--- src/sv/csi_split_mul.sv ---
`timescale 1ns / 1ps
`default_nettype none

// Unsigned WIDTH x WIDTH multiplier, cut into four half-width partial
// products in the first stage and summed in the second.
module csi_split_mul #(
   parameter int WIDTH = 34
) (
   input  wire logic                   clock,
   input  wire logic [WIDTH-1:0]       x,
   input  wire logic [WIDTH-1:0]       y,
   output logic      [2*WIDTH-1:0]     prod
);

   localparam int HALF = (WIDTH + 1) / 2;
   localparam int PRW  = 4 * HALF;

   logic [2*HALF-1:0] x_ext;
   logic [2*HALF-1:0] y_ext;
   logic [2*HALF-1:0] pp_ll_ff;
   logic [2*HALF-1:0] pp_lh_ff;
   logic [2*HALF-1:0] pp_hl_ff;
   logic [2*HALF-1:0] pp_hh_ff;
   logic [PRW-1:0]    sum_in;
   logic [2*WIDTH-1:0] prod_ff;

   assign x_ext = (2*HALF)'(x);
   assign y_ext = (2*HALF)'(y);

   // Stage one: the four half-width partial products.
   always_ff @(posedge clock) begin
      pp_ll_ff <= x_ext[HALF-1:0]      * y_ext[HALF-1:0];
      pp_lh_ff <= x_ext[HALF-1:0]      * y_ext[2*HALF-1:HALF];
      pp_hl_ff <= x_ext[2*HALF-1:HALF] * y_ext[HALF-1:0];
      pp_hh_ff <= x_ext[2*HALF-1:HALF] * y_ext[2*HALF-1:HALF];
   end

   // Stage two: shift the partial products into place and add them.
   always_comb begin
      sum_in = (PRW'(pp_hh_ff) << (2*HALF))
             + ((PRW'(pp_lh_ff) + PRW'(pp_hl_ff)) << HALF)
             + PRW'(pp_ll_ff);
   end

   always_ff @(posedge clock) begin
      prod_ff <= sum_in[2*WIDTH-1:0];
   end

   assign prod = prod_ff;

endmodule

`default_nettype wire

--- config.mk ---
export PLATFORM = sky130hd
export DESIGN_NAME = csi_split_mul
export DESIGN_NICKNAME = d
export VERILOG_FILES = /design/src/sv/csi_split_mul.sv
export SDC_FILE = /design/constraint.sdc
export NUM_CORES = 2
export LEC_CHECK = 0
export BUFFER_PORTS_ARGS = -buffer_cell sky130_fd_sc_hd__buf_2
export CORE_MARGIN = 3
export CORE_UTILIZATION = 30
export DETAILED_ROUTE_END_ITERATION = 7
export PLACE_DENSITY = 0.49
export SLEW_MARGIN = 20
export SYNTH_ARGS = -nofsm -noshare
export SYNTH_HDL_FRONTEND = slang
export SYNTH_SLANG_ARGS = --single-unit
--- constraint.sdc ---
create_clock -name clock -period 9 [get_ports clock]
set_clock_uncertainty 0.1 [all_clocks]
set_input_delay 1.35 -clock clock [delete_from_list [all_inputs] [get_ports clock]]
set_output_delay 1.35 -clock clock [all_outputs]
set_load 0.05 [all_outputs]
# Word-level counts from Yosys, hierarchy flattened
# Index checks and enable logic that the tools add are counted.
# op_classes
addsub	3
multipliers	4
div	0
order_cmp	0
eq_ne	0
n_shift	0
muxes	0
bitwise_logic	0
n_reduce_logical	0
# op_table
operator	n
$mul 17x17->34	4
$add 68x34->68	1
$add 68x52->68	1
$add 34x34->35	1
# totals
reg_bits	204
latch_bits	0
mem_bits_rw	0
mem_bits_ro	0
out_inout_bits	68
mem_count	0

# Depth between registers and ports, before layout
# logic_depth
ltp_word	3
mapped_depth	25

# Least setup slack after synthesis
# No wires, ideal clock.
# synth_timing
path_type	input-to-reg
from	input y[2]
to	register pp_hl_ff[30]
setup_ns	0.119
arrival_time_ns	7.029
t_required_ns	8.781
path_slack_ns	1.752
path_stages	21
path_buffers	1
cell_sequence	clkbuf_1 -> nand2_1 -> fa_1 -> fa_1 -> fa_1 -> fa_1 -> inv_1 -> fa_1 -> inv_1 -> fa_1 -> inv_1 -> ha_1 -> a21oi_1 -> a21boi_1 -> a311oi_2 -> o2111ai_1 -> a311o_1 -> a21oi_2 -> o31ai_1 -> o41a_1 -> xor2_1
# synth_between
elab_chain_cells	1
# synth_rtl
element	line	text
from (decl)	11	input wire logic [WIDTH-1:0] y,
$mul 17x17->34	34	pp_hl_ff <= x_ext[2*HALF-1:HALF] * y_ext[HALF-1:0];
to (signal assigned)	34	
to (decl)	22	logic [2*HALF-1:0] pp_hl_ff;
# Every way passes these cells.

# Final worst setup path
# layout_timing
from	input y[25]
to	register pp_lh_ff[23]
# layout_between
elab_chain_cells	1
# layout_rtl
element	line	text
$mul 17x17->34	33	pp_lh_ff <= x_ext[HALF-1:0] * y_ext[2*HALF-1:HALF];
to (signal assigned)	33	
to (decl)	21	logic [2*HALF-1:0] pp_lh_ff;
# Every way passes these cells.

==> impl_metrics.env <==
export IMPL_status="completed"
export IMPL_end_kind="register"
export IMPL_cp_slowest_cell="xnor2_1"
export IMPL_slowest_delay_ns=0.65
export IMPL_cp_buffers_inverters=7
export IMPL_crit_path_start="y[25]"
export IMPL_finalSetupTns_ns=0
export IMPL_r2r_cells=20
export IMPL_syn_nets=6642
export IMPL_maxCapViolations=0
export IMPL_hold_violations=0
export IMPL_worst_path_stages=22
export IMPL_overflow=0
export IMPL_fp_dieH_um=397
export IMPL_die_w_um=397
export IMPL_start_util_pct=30.4
export IMPL_cts_tree="done"
export IMPL_use_met3_pct=2.13
export IMPL_max_freq_ghz=0.130
export IMPL_via_per_inst=4.62
export IMPL_grt_setup_unrepaired="no"
export IMPL_core_area_um2=151000
export IMPL_use_met1_pct=24.7
export IMPL_yosysTopAreaCell="fa_1"
export IMPL_synth_seq_area_share_pct=8.93
export IMPL_area_growth_pct=9.00
export IMPL_r2r_start="pp_hl_ff[2]"
export IMPL_start_kind="primary input"
export IMPL_yosysWarnings=0
export IMPL_drt_pass1_iter_count=5
export IMPL_hold_path_startpoint="pp_ll_ff[2]"
export IMPL_yosys_area_top_type_share_pct=39.3
export IMPL_dpl_hpwl_um=108000
export IMPL_synth_seq_cells=204
export IMPL_ant_nets=0
export IMPL_busiest_layer="met2"
export IMPL_post_route_period_util_pct=85.7
export IMPL_r2r_slack_ns=3.30
export IMPL_num_nets_final=6681
export IMPL_path_max_fanout=26
export IMPL_grt_total_usage_pct=17.4
export IMPL_drc=0
export IMPL_root_buffer="clkbuf_16"
export IMPL_r2r_end="prod[59]"
export IMPL_worstSetupEndpoint="pp_lh_ff[23]"
export IMPL_cts_setup_buffers=0
export IMPL_post_drt_wl_per_cell_um=18.4
export IMPL_synthArstFlopShare_pct=0
export IMPL_clkTransAtPathRegs_ns=0.06
export IMPL_top_level_ports=137
export IMPL_clkLatencyLatePin_ns=0.60
export IMPL_place_gp_congestion=0.869
export IMPL_cts_resized=0
export IMPL_grt_max_degree=35
export IMPL_period_minus_slack_ns=7.71
export IMPL_grt_use_met2_pct=28.7
export IMPL_ctsHoldBuffers=0
export IMPL_synth_edff_count=0
export IMPL_wl_um=134000
export IMPL_grt_pass1_vias=36100
export IMPL_crit_family="adder cells"
export IMPL_dr_first_iter_drc_count=1764
export IMPL_syn_area_per_cell_um2=8.84
export IMPL_drive_above_1_share_pct=5.96
export IMPL_slew_headroom_pct=28.4
export IMPL_path_cells="buf_2, nand2_1, fa_1, inv_1, fa_1, inv_1, fa_1, inv_1, fa_1, fa_1, inv_1, fa_1, inv_1, ha_1, inv_1, nor3_1, nand2_1, a21oi_1, o21ai_0, nand2b_1, a31oi_1, xnor2_1"
export IMPL_antenna_found_initial=20
export IMPL_cts_path_max_buffers=3
export IMPL_num_rows=142
export IMPL_grt_pass1_wl_um=213000
export IMPL_crit_arrival_ns=8.04
export IMPL_num_vias=33500
export IMPL_syn_area_um2=45700
export IMPL_synthesis_instances=5174
export IMPL_port_buffers=136
export IMPL_slew_violations=0
export IMPL_synth_area_top_cells="fa_1 (39%), ha_1 (14%), inv_1 (9.2%)"
export IMPL_cts_sinks=204
export IMPL_tightest_slew_ns=1.07
export IMPL_crit_type="in -> reg"
export IMPL_synthFlopType="dfxtp_1"
export IMPL_htreeDepth=1
export IMPL_die_area_um2=157000
export IMPL_utilization_pct=33.1
export IMPL_cts_made_buffers=27
export IMPL_ys_types=74
export IMPL_crit_required_ns=9.33
export IMPL_hold_path_class="reg -> reg"
export IMPL_setup_viol=0
==> kinds of logic (layout without fill, tap and decap cells) <==
family          count (synthesis)  count (layout)  share of synthesized area [%]
buf+inv                      1351            1410                           11.1
other cells                     0              10                              0
simple gates                 1520            1520                           16.0
compound gates                506             506                           7.22
xor+xnor                      193             193                           3.69
mux                             1               1                         0.0219
fa+ha+maj                    1399            1399                           53.0
flops                         204             204                           8.93
==> area by class of cell <==
| class | count | area, um^2 |
|---|---|---|
| clock inverters | 20 | 235 |
| clock buffers | 29 | 703 |
| flip-flops and latches | 204 | 4080 |
| diodes | 10 | 25.0 |
| repair buffers | 240 | 1500 |
| multi-input cells | 3619 | 36600 |
| fillers | 16000 | 101000 |
| well taps | 2016 | 2520 |
| inverters | 1121 | 4210 |
==> worst register-to-register path, stage by stage (launching register included) <==
cell	delay, ns
dfxtp_1	0.31
ha_1	0.36
o21ai_0	0.14
o21ai_1	0.28
a22oi_1	0.14
o21ai_1	0.47
a31oi_1	0.23
o21a_1	0.26
o21ai_1	0.28
a31oi_1	0.15
xnor2_1	0.28
ha_1	0.38
a21o_1	0.19
a21o_1	0.16
a21oi_1	0.22
nand2_1	0.11
nor2_1	0.15
a211oi_2	0.13
a221oi_2	0.92
nor2_1	0.16
xor2_1	0.19
==> routing by layer <==
| layer | vias to the layer above | routed length [um] |
|---|---|---|
| met1 | 17000 | 63700 |
| met2 | 713 | 61100 |
| met4 | 6 | 2340 |
| met5 | - | 45 |
| met3 | 108 | 6740 |
| li1 | 15700 | - |
==> cell usage after synthesis (39+ instances only) <==
cell / instances
nand2_1: 759
and2_1: 503
a21o_1: 77
nor2_1: 94
clkbuf_1: 225
fa_1: 898
o21ai_0: 73
xnor2_1: 131
nand3_1: 39
inv_1: 1121
dfxtp_1: 204
a21oi_1: 158
xor2_1: 62
ha_1: 501
==> worst min-delay path by stage <==
stage                     slack, ns  depth (start not counted)       end
after floorplan                0.21                          0   prod[0]
after global placement         0.21                          0  prod[14]
after detailed placement       0.21                          0  prod[14]
after CTS                      0.23                          0   prod[2]
after global routing           0.23                          0  prod[11]
final                          0.23                          0   prod[2]
==> placed cells by master, fill, tap and decap left out, drive strengths merged, types with 77 or more instances in the layout <==
master  instances
a21o           77
a21oi         161
and2          503
buf           240
dfxtp         204
fa            898
ha            501
inv          1129
nand2         759
nor2           94
o21ai         101
xnor2         131
==> through the flow <==
stage	worst slack [ns]	instances	hold WS, ns	instance area [um^2]
floorplan	1.75	5174	0.210	45700
global placement	0.804	7200	0.212	48900
detailed placement	0.746	7200	0.213	48900
CTS	1.41	7249	0.228	49800
global route	0.956	7250	0.229	49800
finish	1.29	7259	0.227	49900
==> flip-flops by register name, summed over array words and instances, names as in the netlist <==
name      count
pp_ll_ff     34
pp_lh_ff     34
prod         68
pp_hh_ff     34
pp_hl_ff     34
Power is left out: the tool's default activity adds up to more than one toggle a clock period on the data nets, which glitch-free logic cannot reach.
